### src/hw/rtl/uuidg_pkg.sv
// ----------------------------------------------------------------------------
// uuidg_pkg
// Shared types, constants and character helpers for the uuid string generator
// ----------------------------------------------------------------------------
package uuidg_pkg;

    // string geometry
    localparam int UUID_LEN = 36;
    localparam int POS_W    = 6;
    localparam logic [POS_W-1:0] LAST_POS = 6'd35;

    // fixed characters
    localparam logic [6:0] CHAR_HYPHEN = 7'h2d;
    localparam logic [6:0] CHAR_FOUR   = 7'h34;
    localparam logic [6:0] CHAR_ZERO   = 7'h30;
    localparam logic [6:0] CHAR_A_OFS  = 7'h57;   // 'a' - 10

    // configuration register indexes
    localparam int CFG_IDX_W = 8;
    localparam logic [CFG_IDX_W-1:0] CFG_SEED_FIRST  = 8'd0;
    localparam logic [CFG_IDX_W-1:0] CFG_SEED_SECOND = 8'd1;

    // seed reset values
    localparam logic [63:0] SEED_FIRST_RST  = 64'd1;
    localparam logic [63:0] SEED_SECOND_RST = 64'd2;

    // character class of one string position
    typedef enum logic [1:0] {
        CLS_HEX     = 2'd0,
        CLS_VARIANT = 2'd1,
        CLS_HYPHEN  = 2'd2,
        CLS_FOUR    = 2'd3
    } char_cls_t;

    // two random words handed from front to back
    typedef struct packed {
        logic [63:0] word_hi;
        logic [63:0] word_lo;
    } words_t;

    // pattern xxxxxxxx-xxxx-4xxx-yxxx-xxxxxxxxxxxx
    function automatic char_cls_t char_class(input logic [POS_W-1:0] pos);
        char_cls_t cls;
        unique case (pos)
            6'd8, 6'd13, 6'd18, 6'd23: cls = CLS_HYPHEN;
            6'd14:                     cls = CLS_FOUR;
            6'd19:                     cls = CLS_VARIANT;
            default:                   cls = CLS_HEX;
        endcase
        return cls;
    endfunction

    // lowercase hex digit
    function automatic logic [6:0] hex_char(input logic [3:0] n);
        logic [6:0] code;
        if (n < 4'd10) begin
            code = CHAR_ZERO + {3'd0, n};
        end else begin
            code = CHAR_A_OFS + {3'd0, n};
        end
        return code;
    endfunction

endpackage

### src/hw/rtl/uuidg_front.sv
// ----------------------------------------------------------------------------
// uuidg_front
// Request intake: seed registers, xorshift128+ state, two draws per item
// ----------------------------------------------------------------------------
module uuidg_front (
    input  logic                            aclk,
    input  logic                            aresetn,
    // config write channel
    input  logic                            cfg_valid,
    output logic                            cfg_ready,
    input  logic [uuidg_pkg::CFG_IDX_W-1:0] cfg_index,
    input  logic [63:0]                     cfg_data,
    // request channel
    input  logic                            s_valid,
    output logic                            s_ready,
    input  logic                            s_reload_seed,
    // queue push side
    input  logic                            q_full,
    output logic                            q_push,
    output uuidg_pkg::words_t               q_words
);

    logic [63:0] seed_first_reg,  seed_first_next;
    logic [63:0] seed_second_reg, seed_second_next;
    logic [63:0] state0_reg, state0_next;
    logic [63:0] state1_reg, state1_next;
    logic [63:0] a0, b0, s1_a, s1_b;
    logic        accept;

    // new second state word of one xorshift128+ step
    function automatic logic [63:0] xs_mix(input logic [63:0] a, input logic [63:0] b);
        logic [63:0] t;
        t = a ^ (a << 23);
        return t ^ b ^ (t >> 18) ^ (b >> 5);
    endfunction

    assign cfg_ready = 1'b1;
    assign s_ready   = !q_full;
    assign accept    = s_valid && s_ready;
    assign q_push    = accept;

    // two chained generator steps, adds run side by side
    always_comb begin
        a0   = s_reload_seed ? seed_first_reg  : state0_reg;
        b0   = s_reload_seed ? seed_second_reg : state1_reg;
        s1_a = xs_mix(a0, b0);
        s1_b = xs_mix(b0, s1_a);
        q_words.word_lo = s1_a + b0;
        q_words.word_hi = s1_b + s1_a;
    end

    // seed register writes
    always_comb begin
        seed_first_next  = seed_first_reg;
        seed_second_next = seed_second_reg;
        if (cfg_valid && cfg_ready) begin
            if (cfg_index == uuidg_pkg::CFG_SEED_FIRST) begin
                seed_first_next = cfg_data;
            end else if (cfg_index == uuidg_pkg::CFG_SEED_SECOND) begin
                seed_second_next = cfg_data;
            end
        end
    end

    // generator state advances by two steps per item
    always_comb begin
        state0_next = state0_reg;
        state1_next = state1_reg;
        if (accept) begin
            state0_next = s1_a;
            state1_next = s1_b;
        end
    end

    always_ff @(posedge aclk) begin
        if (!aresetn) begin
            seed_first_reg  <= uuidg_pkg::SEED_FIRST_RST;
            seed_second_reg <= uuidg_pkg::SEED_SECOND_RST;
            state0_reg      <= uuidg_pkg::SEED_FIRST_RST;
            state1_reg      <= uuidg_pkg::SEED_SECOND_RST;
        end else begin
            seed_first_reg  <= seed_first_next;
            seed_second_reg <= seed_second_next;
            state0_reg      <= state0_next;
            state1_reg      <= state1_next;
        end
    end

    // assertions
    a_no_push_full: assert property (@(posedge aclk) disable iff (!aresetn)
        q_push |-> !q_full) else $error("push into full queue");
    a_reseed_state: assert property (@(posedge aclk) disable iff (!aresetn)
        (accept && s_reload_seed) |=> (state0_reg == xs_mix($past(seed_first_reg),
        $past(seed_second_reg)))) else $error("reseed did not take seed registers");
    a_idle_hold: assert property (@(posedge aclk) disable iff (!aresetn)
        !accept |=> ($stable(state0_reg) && $stable(state1_reg)))
        else $error("generator moved without an item");

endmodule

### src/hw/rtl/uuidg_fifo.sv
// ----------------------------------------------------------------------------
// uuidg_fifo
// Short register queue of random word pairs between front and back
// ----------------------------------------------------------------------------
module uuidg_fifo #(
    parameter int DEPTH = 2
) (
    input  logic              aclk,
    input  logic              aresetn,
    input  logic              push,
    input  uuidg_pkg::words_t push_data,
    output logic              full,
    input  logic              pop,
    output logic              not_empty,
    output uuidg_pkg::words_t pop_data
);

    localparam int PTR_W = (DEPTH > 1) ? $clog2(DEPTH) : 1;
    localparam int CNT_W = $clog2(DEPTH + 1);
    localparam logic [PTR_W-1:0] PTR_LAST = PTR_W'(DEPTH - 1);
    localparam logic [CNT_W-1:0] CNT_FULL = CNT_W'(DEPTH);

    uuidg_pkg::words_t mem_reg [DEPTH];
    logic [PTR_W-1:0]  wr_ptr_reg, wr_ptr_next;
    logic [PTR_W-1:0]  rd_ptr_reg, rd_ptr_next;
    logic [CNT_W-1:0]  count_reg,  count_next;

    assign full      = (count_reg == CNT_FULL);
    assign not_empty = (count_reg != '0);
    assign pop_data  = mem_reg[rd_ptr_reg];

    // pointer and fill count update
    always_comb begin
        wr_ptr_next = wr_ptr_reg;
        rd_ptr_next = rd_ptr_reg;
        count_next  = count_reg;
        if (push) begin
            wr_ptr_next = (wr_ptr_reg == PTR_LAST) ? '0 : wr_ptr_reg + 1'b1;
        end
        if (pop) begin
            rd_ptr_next = (rd_ptr_reg == PTR_LAST) ? '0 : rd_ptr_reg + 1'b1;
        end
        if (push && !pop) begin
            count_next = count_reg + 1'b1;
        end else if (pop && !push) begin
            count_next = count_reg - 1'b1;
        end
    end

    always_ff @(posedge aclk) begin
        if (!aresetn) begin
            wr_ptr_reg <= '0;
            rd_ptr_reg <= '0;
            count_reg  <= '0;
        end else begin
            wr_ptr_reg <= wr_ptr_next;
            rd_ptr_reg <= rd_ptr_next;
            count_reg  <= count_next;
        end
    end

    // storage
    always_ff @(posedge aclk) begin
        if (push) begin
            mem_reg[wr_ptr_reg] <= push_data;
        end
    end

    // assertions
    a_count_range: assert property (@(posedge aclk) disable iff (!aresetn)
        count_reg <= CNT_FULL) else $error("queue count out of range");
    a_no_underflow: assert property (@(posedge aclk) disable iff (!aresetn)
        pop |-> not_empty) else $error("pop from empty queue");
    a_ptr_track: assert property (@(posedge aclk) disable iff (!aresetn)
        (count_reg == '0) |-> (wr_ptr_reg == rd_ptr_reg))
        else $error("empty queue with unequal pointers");

endmodule

### src/hw/rtl/uuidg_back.sv
// ----------------------------------------------------------------------------
// uuidg_back
// String formatter: turns one word pair into 36 characters; while m_ready is high, one per cycle
// ----------------------------------------------------------------------------
module uuidg_back (
    input  logic                         aclk,
    input  logic                         aresetn,
    // queue pop side
    input  logic                         q_not_empty,
    input  uuidg_pkg::words_t            q_words,
    output logic                         q_pop,
    // result channel
    output logic                         m_valid,
    input  logic                         m_ready,
    output logic [6:0]                   m_char_code,
    output logic                         m_last
);

    logic                         active_reg, active_next;
    logic [uuidg_pkg::POS_W-1:0]  pos_reg, pos_next;
    logic [127:0]                 nib_reg, nib_next;
    logic                         m_valid_reg, m_valid_next;
    logic [6:0]                   code_reg, code_next;
    logic                         last_reg, last_next;
    uuidg_pkg::char_cls_t         cls;
    logic [3:0]                   nib;
    logic [6:0]                   cur_code;
    logic                         advance, at_end;

    assign m_valid     = m_valid_reg;
    assign m_char_code = code_reg;
    assign m_last      = last_reg;

    assign advance = active_reg && (!m_valid_reg || m_ready);
    assign at_end  = (pos_reg == uuidg_pkg::LAST_POS);
    assign q_pop   = q_not_empty && (!active_reg || (advance && at_end));

    // character for the current position
    always_comb begin
        cls = uuidg_pkg::char_class(pos_reg);
        nib = nib_reg[3:0];
        unique case (cls)
            uuidg_pkg::CLS_HEX:     cur_code = uuidg_pkg::hex_char(nib);
            uuidg_pkg::CLS_VARIANT: cur_code = uuidg_pkg::hex_char({2'b10, nib[1:0]});
            uuidg_pkg::CLS_HYPHEN:  cur_code = uuidg_pkg::CHAR_HYPHEN;
            uuidg_pkg::CLS_FOUR:    cur_code = uuidg_pkg::CHAR_FOUR;
            default:                cur_code = uuidg_pkg::CHAR_HYPHEN;
        endcase
    end

    // sequencing of positions and the output register
    always_comb begin
        active_next  = active_reg;
        pos_next     = pos_reg;
        nib_next     = nib_reg;
        m_valid_next = m_valid_reg;
        code_next    = code_reg;
        last_next    = last_reg;
        if (m_valid_reg && m_ready) begin
            m_valid_next = 1'b0;
        end
        if (advance) begin
            m_valid_next = 1'b1;
            code_next    = cur_code;
            last_next    = at_end;
            pos_next     = pos_reg + 1'b1;
            if (cls == uuidg_pkg::CLS_HEX || cls == uuidg_pkg::CLS_VARIANT) begin
                nib_next = nib_reg >> 4;
            end
            if (at_end) begin
                active_next = 1'b0;
                pos_next    = '0;
            end
        end
        if (q_pop) begin
            active_next = 1'b1;
            pos_next    = '0;
            nib_next    = q_words;
        end
    end

    always_ff @(posedge aclk) begin
        if (!aresetn) begin
            active_reg  <= 1'b0;
            pos_reg     <= '0;
            m_valid_reg <= 1'b0;
        end else begin
            active_reg  <= active_next;
            pos_reg     <= pos_next;
            m_valid_reg <= m_valid_next;
        end
    end

    // payload registers
    always_ff @(posedge aclk) begin
        nib_reg  <= nib_next;
        code_reg <= code_next;
        last_reg <= last_next;
    end

    // assertions
    a_pos_range: assert property (@(posedge aclk) disable iff (!aresetn)
        pos_reg <= uuidg_pkg::LAST_POS) else $error("position out of range");
    a_four_slot: assert property (@(posedge aclk) disable iff (!aresetn)
        (advance && pos_reg == 6'd14) |=> (code_reg == uuidg_pkg::CHAR_FOUR))
        else $error("version digit misplaced");
    a_last_end: assert property (@(posedge aclk) disable iff (!aresetn)
        advance |=> (last_reg == ($past(pos_reg) == uuidg_pkg::LAST_POS)))
        else $error("last flag on wrong character");

endmodule

### src/hw/rtl/uuid_v4_string_generator.sv
// ----------------------------------------------------------------------------
// uuid_v4_string_generator
// Version-4 UUID string source driven by a xorshift128+ generator
// ----------------------------------------------------------------------------
// Usage:
//   Each item on the s_ channel requests one UUID string. s_reload_seed = 1
//   loads the generator state from the two seed registers before drawing.
//   The m_ channel returns 36 items, one ASCII character each, in the form
//   xxxxxxxx-xxxx-4xxx-yxxx-xxxxxxxxxxxx; m_last marks the 36th.
//   The cfg channel writes seed_first (index 0) and seed_second (index 1);
//   other indexes are ignored. cfg_ready is always high; write only when idle.
//   A request's word pair is queued, then loaded into the formatter's
//   nibble register, before its first character is registered.
//   Throughput: one character per cycle while m_ready is high. A short queue of
//   drawn word pairs lets requests be taken while a string is still going out.
//   Reset: seeds return to 1 and 2, generator state to the same, queue empty.
//   A stalled m_ready holds the current character; the queue fills, then
//   s_ready drops until the formatter moves on.
// ----------------------------------------------------------------------------
module uuid_v4_string_generator #(
    parameter int QUEUE_DEPTH = 2
) (
    input  logic                            aclk,
    input  logic                            aresetn,
    input  logic                            cfg_valid,
    output logic                            cfg_ready,
    input  logic [uuidg_pkg::CFG_IDX_W-1:0] cfg_index,
    input  logic [63:0]                     cfg_data,
    input  logic                            s_valid,
    output logic                            s_ready,
    input  logic                            s_reload_seed,
    output logic                            m_valid,
    input  logic                            m_ready,
    output logic [6:0]                      m_char_code,
    output logic                            m_last
);

    logic              q_push, q_full, q_pop, q_not_empty;
    uuidg_pkg::words_t push_words, pop_words;

    // request intake and generator
    uuidg_front u_front (
        .aclk          (aclk),
        .aresetn       (aresetn),
        .cfg_valid     (cfg_valid),
        .cfg_ready     (cfg_ready),
        .cfg_index     (cfg_index),
        .cfg_data      (cfg_data),
        .s_valid       (s_valid),
        .s_ready       (s_ready),
        .s_reload_seed (s_reload_seed),
        .q_full        (q_full),
        .q_push        (q_push),
        .q_words       (push_words)
    );

    // word pair queue
    uuidg_fifo #(
        .DEPTH (QUEUE_DEPTH)
    ) u_fifo (
        .aclk      (aclk),
        .aresetn   (aresetn),
        .push      (q_push),
        .push_data (push_words),
        .full      (q_full),
        .pop       (q_pop),
        .not_empty (q_not_empty),
        .pop_data  (pop_words)
    );

    // string formatter
    uuidg_back u_back (
        .aclk        (aclk),
        .aresetn     (aresetn),
        .q_not_empty (q_not_empty),
        .q_words     (pop_words),
        .q_pop       (q_pop),
        .m_valid     (m_valid),
        .m_ready     (m_ready),
        .m_char_code (m_char_code),
        .m_last      (m_last)
    );

endmodule
### config.mk
export PLATFORM = sky130hd
export DESIGN_NAME = uuid_v4_string_generator
export DESIGN_NICKNAME = d
export VERILOG_FILES = /design/src/hw/rtl/uuidg_pkg.sv /design/src/hw/rtl/uuidg_front.sv /design/src/hw/rtl/uuidg_fifo.sv /design/src/hw/rtl/uuidg_back.sv /design/src/hw/rtl/uuid_v4_string_generator.sv
export SDC_FILE = /design/constraint.sdc
export NUM_CORES = 1
export LEC_CHECK = 0
export BUFFER_PORTS_ARGS = -buffer_cell sky130_fd_sc_hd__clkbuf_2
export CELL_PAD_IN_SITES_DETAIL_PLACEMENT = 1
export CELL_PAD_IN_SITES_GLOBAL_PLACEMENT = 2
export CORE_ASPECT_RATIO = 1.75
export CORE_MARGIN = 4
export CORE_UTILIZATION = 38
export DETAILED_ROUTE_END_ITERATION = 16
export PLACE_DENSITY = 0.75
export SETUP_SLACK_MARGIN = 0.3
export SLEW_MARGIN = 40
export SYNTH_ARGS = -nofsm -noshare
export SYNTH_HDL_FRONTEND = slang
export SYNTH_SLANG_ARGS = --single-unit
### constraint.sdc
create_clock -name aclk -period 13.3 [get_ports aclk]
set_input_delay 1.995 -clock aclk [delete_from_list [all_inputs] [get_ports aclk]]
set_output_delay 1.995 -clock aclk [all_outputs]
set_load 0.02 [all_outputs]
# Yosys cells after proc, flatten, opt, wreduce, memory -nomap -nowiden
# Memories as Yosys holds them, arrays and structs flattened. A register that Yosys moved wholly into a read port is not among the register bits.
# Index checks and enable logic that the tools add are counted.
[totals] ff_bits=404 latch_bits=0 mem_bits_rw=256 romBits=0 input_bits=78 output_inout_bits=11 elab_cells=101 n_memories=1
[classes] add_sub_neg=11 mul=0 div_mod_pow=0 order_cmp=2 n_eq_ne=12 shifts=0 muxes=23 bitwise=10 reduce_logical=29
[memory_table] name="u_fifo.mem_reg" depth=2 width=128 read_ports=1 rd_clocked_by_memory_dff=1 write_ports=1 line_no="uuidg_fifo.sv:23" rtl="uuidg_pkg::words_t mem_reg [DEPTH];"
[op_table] operator="128-bit two-way mux" n=3
[op_table] operator="64-bit XOR" n=4
[op_table] operator="64-bit adder" n=2
[op_table] operator="64-bit two-way mux" n=2
[op_table] operator="64-bit by 46-bit XOR with 64-bit output" n=2
[op_table] operator="64-bit by 59-bit XOR with 64-bit output" n=2
[op_table] operator="7-bit case mux with 4 select lines" n=1
[op_table] operator="6-bit by 4-bit equality test with 1-bit output, second input constant" n=3
[op_table] operator="6-bit by 5-bit equality test with 1-bit output, second input constant" n=3
[op_table] operator="6-bit by 4-bit adder with 7-bit output, first input constant" n=2
[op_table] operator="7-bit by 4-bit adder with 7-bit output, first input constant" n=2
[op_table] operator="7-bit two-way mux" n=2
[op_table] operator="2-bit nonzero test" n=6
[op_table] operator="1-bit two-way mux" n=11
[op_table] operator="8-bit by 1-bit equality test with 1-bit output, second input constant" n=1
[op_table] operator="8-bit logical NOT" n=1
[op_table] operator="4-bit less-than comparator, second input constant" n=2
[op_table] operator="1-bit logical AND" n=7
[op_table] operator="6-bit by 1-bit adder with 6-bit output, second input constant" n=1
[op_table] operator="2-bit equality test, second input constant" n=3
[op_table] operator="6-bit equality test, second input constant" n=1
[op_table] operator="6-bit two-way mux" n=1
[op_table] operator="2-bit case mux with 3 select lines" n=1
[op_table] operator="2-bit AND reduction" n=3
[op_table] operator="other kinds (12)" n=21

# Longest topological paths before layout
# Gate-level depths: netlist of the first run.
[depth] ltp_word=9 depth_mapped=27

# Cells and area by module
# A second synthesis of the first run with hierarchy kept.
[hier_totals] cells_unflattened=3630 hier_area_um2=38594.5
[by_module_without_submodules] mod="uuidg_front" n_inst=1 cells_per_inst=2837 area_each_um2=22655.5 seq_area_each_um2=5124.9
[by_module_without_submodules] mod="uuidg_fifo" n_inst=1 cells_per_inst=420 area_each_um2=9507.9 seq_area_each_um2=7787.5
[by_module_without_submodules] mod="uuidg_back" n_inst=1 cells_per_inst=373 area_each_um2=6431.2 seq_area_each_um2=4244.1

# Worst setup path before layout of the first run
# No wires, ideal clock.
[synth_path] path_type="input-to-reg" from="in m_ready" to="reg u_back.nib_reg[0] (enable)" setup_ps=793 arrival_time_ps=11692 t_required_ps=12507 path_slack_ps=815 path_stages=5 cell_sequence="nand2b_1 and2_1 clkbuf_1 inv_1 o21ai_0"
[synth_via] elab_chain_len=7 elab_cells_between_ends=8 classes_between="reduce/logical (8)"
[synth_lines] element="start, declared" line_no="uuid_v4_string_generator.sv:33" rtl="input logic m_ready,"
[synth_lines] element="1-bit logical OR *" line_no="uuidg_back.sv:34" rtl="assign advance = active_reg && (!m_valid_reg || m_ready);"
[synth_lines] element="1-bit logical AND *" line_no="uuidg_back.sv:34"
[synth_lines] element="named net u_back.advance" line_no="uuidg_back.sv:28" rtl="logic advance, at_end;"
[synth_lines] element="1-bit logical AND" line_no="uuidg_back.sv:36" rtl="assign q_pop = q_not_empty && (!active_reg || (advance && at_end));"
[synth_lines] element="1-bit logical OR" line_no="uuidg_back.sv:36"
[synth_lines] element="1-bit logical AND" line_no="uuidg_back.sv:36"
[synth_lines] element="2-bit nonzero test (no source line)"
[synth_lines] element="2-bit AND reduction (no source line) *"
[synth_lines] element="end signal, assigned" line_no="uuidg_back.sv:96" rtl="nib_reg <= nib_next;"
[synth_lines] element="end, declared" line_no="uuidg_back.sv:21" rtl="logic [127:0] nib_reg, nib_next;"
# Mark *: on every way through the listed nets, which the timed path passes. The rest lies on a longest branch.
# A chain may end at the register's enable or synchronous reset.

==> impl_metrics.toml, run 1 <==
[status]
outcome = "completed"

[finish]
fillerInstances = 11062
final_nets = 4043
layout_commonest_cell = "nand2_1"
final_cell_mix = "nand2_1 (525), xnor2_1 (394), edfxtp_1 (392)"
largest_reg_flops = 256
layout-drive-gt1-share_pct = 9.83
synthToLayoutAreaGrowth_pct = 11.0

[yosys]
synth_seq_cells = 661
synth_edf_count = 392
synth_nets = 4036
synthAdderAreaFrac_pct = 4.42
synth_top_family_by_area = "compound AO/OA/AOI/OAI gates"
synth_compound_area_share_pct = 14.5
synth-async-reset-ratio_pct = 0
synth-seq-area-share_pct = 45.2
synthMuxAreaShare_pct = 6.39
syn_area_sq_um = 38000
synthSimpleGateAreaFrac_pct = 12.2
synth-main-ff-cell = "edfxtp_1"
syn_area_per_cell_sq_um = 9.93
syn_inst = 3825
yosys_warnings = 0
synthXorXnorAreaFrac_pct = 13.4
synth_cell_types = 99

[critical_path]
reg2reg_depth = 19
worst-path-max-fanout = 50
cp_data_arrival_time_ps = 9460
r2r-end = "u_fifo.mem_reg[0][126]"
timing.rr.start = "u_front.seed_first_reg[10]"
required_ps = 13700
start_kind = "input pin"
rrSetupSlack_ps = 6630
critPathKind = "input pin to flop"
end_kind = "flop"

[run]
cap_viol_max_count = 0

[clock_tree]
numCtsBuffers = 69
ctsResizeCount = 0
clock_sinks = 661
cts_tree = "done"
cts_setup_buffers = 0
clockBufferDepth = 3
cts_root_buf = "clkbuf_16"
path_clk_slew_ps = 70
ctsHoldBuffers = 0
htreeDepth = 3
clock_latency_ps = 670

[timing]
finalCritPeriodShare_pct = 68.1
totalNegativeSetupSlack_ps = 0
timing.fmax_ghz = 0.110
finalCriticalPeriod_ps = 9060
finClkSkew_ps = 28.4
worst_pin_slew_ps = 960
slew_headroom_pct = 36.0
rsz0062_at_grt = "false"
slew_viol_final = 0
hold_viol = 0
setup_viol = 0

[hold_path]
min_to = "u_front.state1_reg[12]"
min_from = "u_front.state1_reg[12]"
min_path_type = "flop to flop"
hold_depth = 2

[grt]
grt_pass1_vias = 29667
grt_max_degree = 108
grt.total_usage_pct = 25.5
antenna_found_initial = 0
grt_pass1_wl_mm = 196
overflow = 0

[drt]
wl_per_cell_microns = 26.0
routed_wirelength_mm = 135
dr.max_layer_used = "met4"
wl_met2_mm = 69.6
drc_errors = 0
viasPerCell = 5.38
drtIter0Drc = 1508
antenna_left = 0
via_count = 28038
wl_met1_mm = 52.8
dr_wl_met3_mm = 3.61
dr.pass1.iters = 5

[die]
core_area_sq_um = 99400
fp-row-count = 153
initial_core_util_pct = 38.2
die-width_microns = 247
die-height_microns = 426
die_area_sq_um = 105000
io_pins = 89

[placement]
dp_hpwl_mm = 106
place_congestion = 0.956
io_buffer_count = 87
## worst max-delay path by stage
stage                       start                      to  slack, ps  cells after the start
floorplan                 m_ready       u_back.nib_reg[0]        810                      5
global placement    s_reload_seed  u_fifo.mem_reg[0][125]       3350                     21
detailed placement  s_reload_seed  u_fifo.mem_reg[0][125]       3640                     21
CTS                 s_reload_seed  u_fifo.mem_reg[1][125]       4350                     21
global route        s_reload_seed  u_fifo.mem_reg[0][122]       4160                     21
finish              s_reload_seed  u_fifo.mem_reg[0][122]       4240                     22
## metal layers
metal	GRT usage (%)	vias up
met5	0	-
met1	29.0	13891
met3	2.26	250
met2	45.9	592
met4	15.4	0
li1	-	13305
## cells in the mapped netlist (16+ instances only)
cell      count  area, sq um
o211a_1      20          200
a21oi_1     290         1450
mux2i_2      27          372
ha_1        131         1640
mux2i_1     192         1920
a21boi_0    162         1220
nor3_1       16         80.1
xnor2_1     399         3490
o21a_1       19          143
xor2_1      144         1260
o21bai_1     17          128
clkbuf_1    150          563
nor3b_1      43          323
a21o_1       67          503
nor2_1      312         1170
nand4_1      24          150
buf_2        17         85.1
and2_1       30          188
a211oi_1     17          128
nand3_1      33          165
inv_1       123          462
o21ai_0      95          475
nand2_1     527         1980
edfxtp_1    392        11800
a21boi_1     25          188
dfxtp_1     269         5390
and3_1       18          113
## through the flow
step	setup slack [ps]	util, %	area, sq um	hold slack [ps]	cells
after floorplan	815	-	38000	434	3825
after global placement	3350	39.8	39500	440	5074
after detailed placement	3640	40.0	39700	446	5078
after CTS	4350	42.4	42100	455	5204
after global routing	4160	42.4	42100	480	5204
final	4240	42.4	42100	457	5207
## area by class of cell
class | instances | area, sq um | share of cell area (%)
diodes | 3 | 7.51 | 0.0178
clock buffers | 81 | 1790 | 4.25
clock inverters | 45 | 584 | 1.39
inverters | 131 | 494 | 1.17
multi-input cells | 2827 | 19500 | 46.3
flip-flops and latches | 661 | 17200 | 40.7
well taps | 1317 | 1650 | 3.91
repair buffers | 142 | 942 | 2.24
## critical path, cell delays in order
cell and delay [ps]:
clkbuf_8 420, buf_4 770, mux2i_2 860, xnor2_1 300, xnor2_1 510, xnor2_1 330
inv_1 190, ha_1 480, inv_1 160, xnor2_1 160, xnor2_1 370, ha_1 410
nand2_1 150, o211ai_1 120, o2111ai_1 170, a21boi_0 160, a311oi_2 460, a21boi_1 250
a21bo_2 280, a31o_2 300, a211o_1 290, and3_1 190
## logic make-up after synthesis
logic type | after synthesis
muxes | 226
adders and majority gates | 133
DFF | 661
AOI/OAI and AO/OA | 838
buffers and inverters | 337
other | 1
xor gates and xnor gates | 562
and+or+nand+nor | 1067
Power of run 1 is not shown: default switching activity piles up to over one toggle a cycle in this logic, so the estimate is an artifact.
==> run 2, diff against run 1 <==
==> constraint.sdc (replaced) <==
create_clock -name aclk -period 7.3 [get_ports aclk]
set_input_delay 1.095 -clock aclk [delete_from_list [all_inputs] [get_ports aclk]]
set_output_delay 1.095 -clock aclk [all_outputs]
set_load 0.02 [all_outputs]
==> run 2 against run 1 <==
  * Core utilization is 0.83 points higher
  * Critical path depth is 2 higher
  * Die area stayed put
  * Via count is 1.8% higher
  * Clock skew is 1.6 ps higher
  * Flip-flop and latch count stayed put
  * Largest cell class unchanged
  * Worst hold slack worse by 2.9 ps
  * Critical endpoint is now u_fifo.mem_reg[1][119]
  * Non-clock buffer count is 129 higher
==> impl_metrics.toml, run 2 (synthesized netlist as in run 1, its figures left out) <==
[critical_path]
cp_num_buf_inv = 6
crit_top_cell = "buf_4"
start_kind = "input pin"
cp-startpoint = "s_reload_seed"
cp_slowest_cell = "mux2i_2"
cp.depth = 24
required_ps = 7700
cp_data_arrival_time_ps = 7190
timing.rr.start = "u_front.seed_first_reg[12]"
setup.worst_path.end = "u_fifo.mem_reg[1][119]"
cp_top_family = "compound AO/OA/AOI/OAI gates"
end_kind = "flop"
r2r-end = "u_fifo.mem_reg[1][119]"
slowest_delay_ps = 650
crit_chain = "clkbuf_8, mux2i_2, xnor2_1, xnor2_1, buf_4, xnor2_1, buf_4, inv_1, ha_1, xor2_1, xor2_1, ha_1, a21oi_1, o21ai_0, a2111oi_0, o31ai_1, a41oi_1, buf_4, o21ai_2, a21oi_4, o21ai_2, nor2_1, a311oi_1, buf_4"
rrSetupSlack_ps = 1170
critPathKind = "input pin to flop"
worst-path-max-fanout = 32
reg2reg_depth = 23

[clock_tree]
ctsHoldBuffers = 0
numCtsBuffers = 67
htreeDepth = 3
cts_tree = "done"
clock_latency_ps = 660
clock_sinks = 661
path_clk_slew_ps = 60
clockBufferDepth = 3
cts_root_buf = "clkbuf_16"

[drt]
drc_errors = 0
antenna_left = 0
viasPerCell = 5.36
via_count = 28545
wl_per_cell_microns = 25.4
routed_wirelength_mm = 135
dr.pass1.iters = 5
drtIter0Drc = 1657

[die]
fp-row-count = 153
core_area_sq_um = 99400
die-width_microns = 247
die-height_microns = 426
die_area_sq_um = 105000
io_pins = 89
initial_core_util_pct = 38.2

[finish]
final_cell_mix = "nand2_1 (525), xnor2_1 (396), edfxtp_1 (392)"
layout_commonest_cell = "nand2_1"
fin_cells = 5330
layout-drive-gt1-share_pct = 12.3
fillerInstances = 11153
largest_reg_flops = 256
seq_area_sq_um = 17200
final_nets = 4170
multi_input_area_sq_um = 19500
synthToLayoutAreaGrowth_pct = 13.1

[timing]
finalCritPeriodShare_pct = 92.9
finClkSkew_ps = 29.9
finalCriticalPeriod_ps = 6780
slew_headroom_pct = 42.5
timing.fmax_ghz = 0.147
rsz0062_at_grt = "false"
slew_viol_final = 0
worst_pin_slew_ps = 839
setup_viol = 0
hold_viol = 0
totalNegativeSetupSlack_ps = 0

[grt]
grt_pass1_vias = 30000
grt.total_usage_pct = 25.5
grt_max_degree = 142
grt_pass1_wl_mm = 198
overflow = 0
antenna_found_initial = 1

[placement]
io_buffer_count = 87
place_congestion = 0.951
dpl.cell_count = 5207
dp_hpwl_mm = 105

[status]
outcome = "completed"

[hold_path]
min_path_type = "flop to flop"

[run]
cap_viol_max_count = 0
## run 2: changes by cell type in the layout (fill, tap and decap cells not counted), sizes merged
cell      delta
buf        +129
clkbuf       +1
diode        -1
bufinv       -2
inv          -5
clkinvlp     +1
## run 2: final cells by class
type,count,share of cell area [%]
antenna,2,0.0116
inverter,131,1.15
sequential,661,39.9
multi-input combinational,2827,45.3
clock inverter,39,1.11
tap,1317,3.84
timing repair buffer,271,4.48
clock buffer,82,4.18
## run 2: worst min path at each step
stage | from | end | slack (ps) | cells after the start
after floorplan | u_front.state1_reg[10] | u_front.state1_reg[10] | 430 | 2
after global placement | u_front.state1_reg[7] | u_front.state1_reg[7] | 440 | 2
after detailed placement | u_front.state1_reg[22] | u_front.state1_reg[22] | 450 | 2
after CTS | u_front.state1_reg[22] | u_front.state1_reg[22] | 450 | 2
after global routing | u_front.state1_reg[11] | u_front.state1_reg[11] | 470 | 2
final | u_front.state1_reg[11] | u_front.state1_reg[11] | 450 | 2
## run 2: layer usage
layer  global-route usage (%)  vias to the layer above  wire length, microns
met4                     17.0                        0                 10600
met1                     29.9                    14075                 53300
li1                         -                    13568                     -
met3                     2.53                      283                  4070
met2                     44.1                      619                 67300
met5                        0                        -                     0
## run 2: worst min-delay path, delay by kind of cell, from the launching register on
kind,cells,cell delay (ps)
flops,1,310
simple gates,1,50
compound gates,1,50
## run 2: timing repair
action	in CTS	in global routing
buffers inserted	0	0
hold endpoints to repair	0	0
setup endpoints to repair	0	2
gates resized for setup	0	1
## run 2: stage by stage
step                      setup slack, ps  util (%)  hold slack, ps  instance area, sq um
after global routing                  369      43.2             474                 43000
final                                 515      43.2             454                 43000
after detailed placement             -254      40.9             446                 40700
after CTS                             438      43.2             455                 42900
after global placement               -952      40.8             441                 40600
after floorplan                      1190         -             434                 38000
Power of run 2 is left out for the same reason.
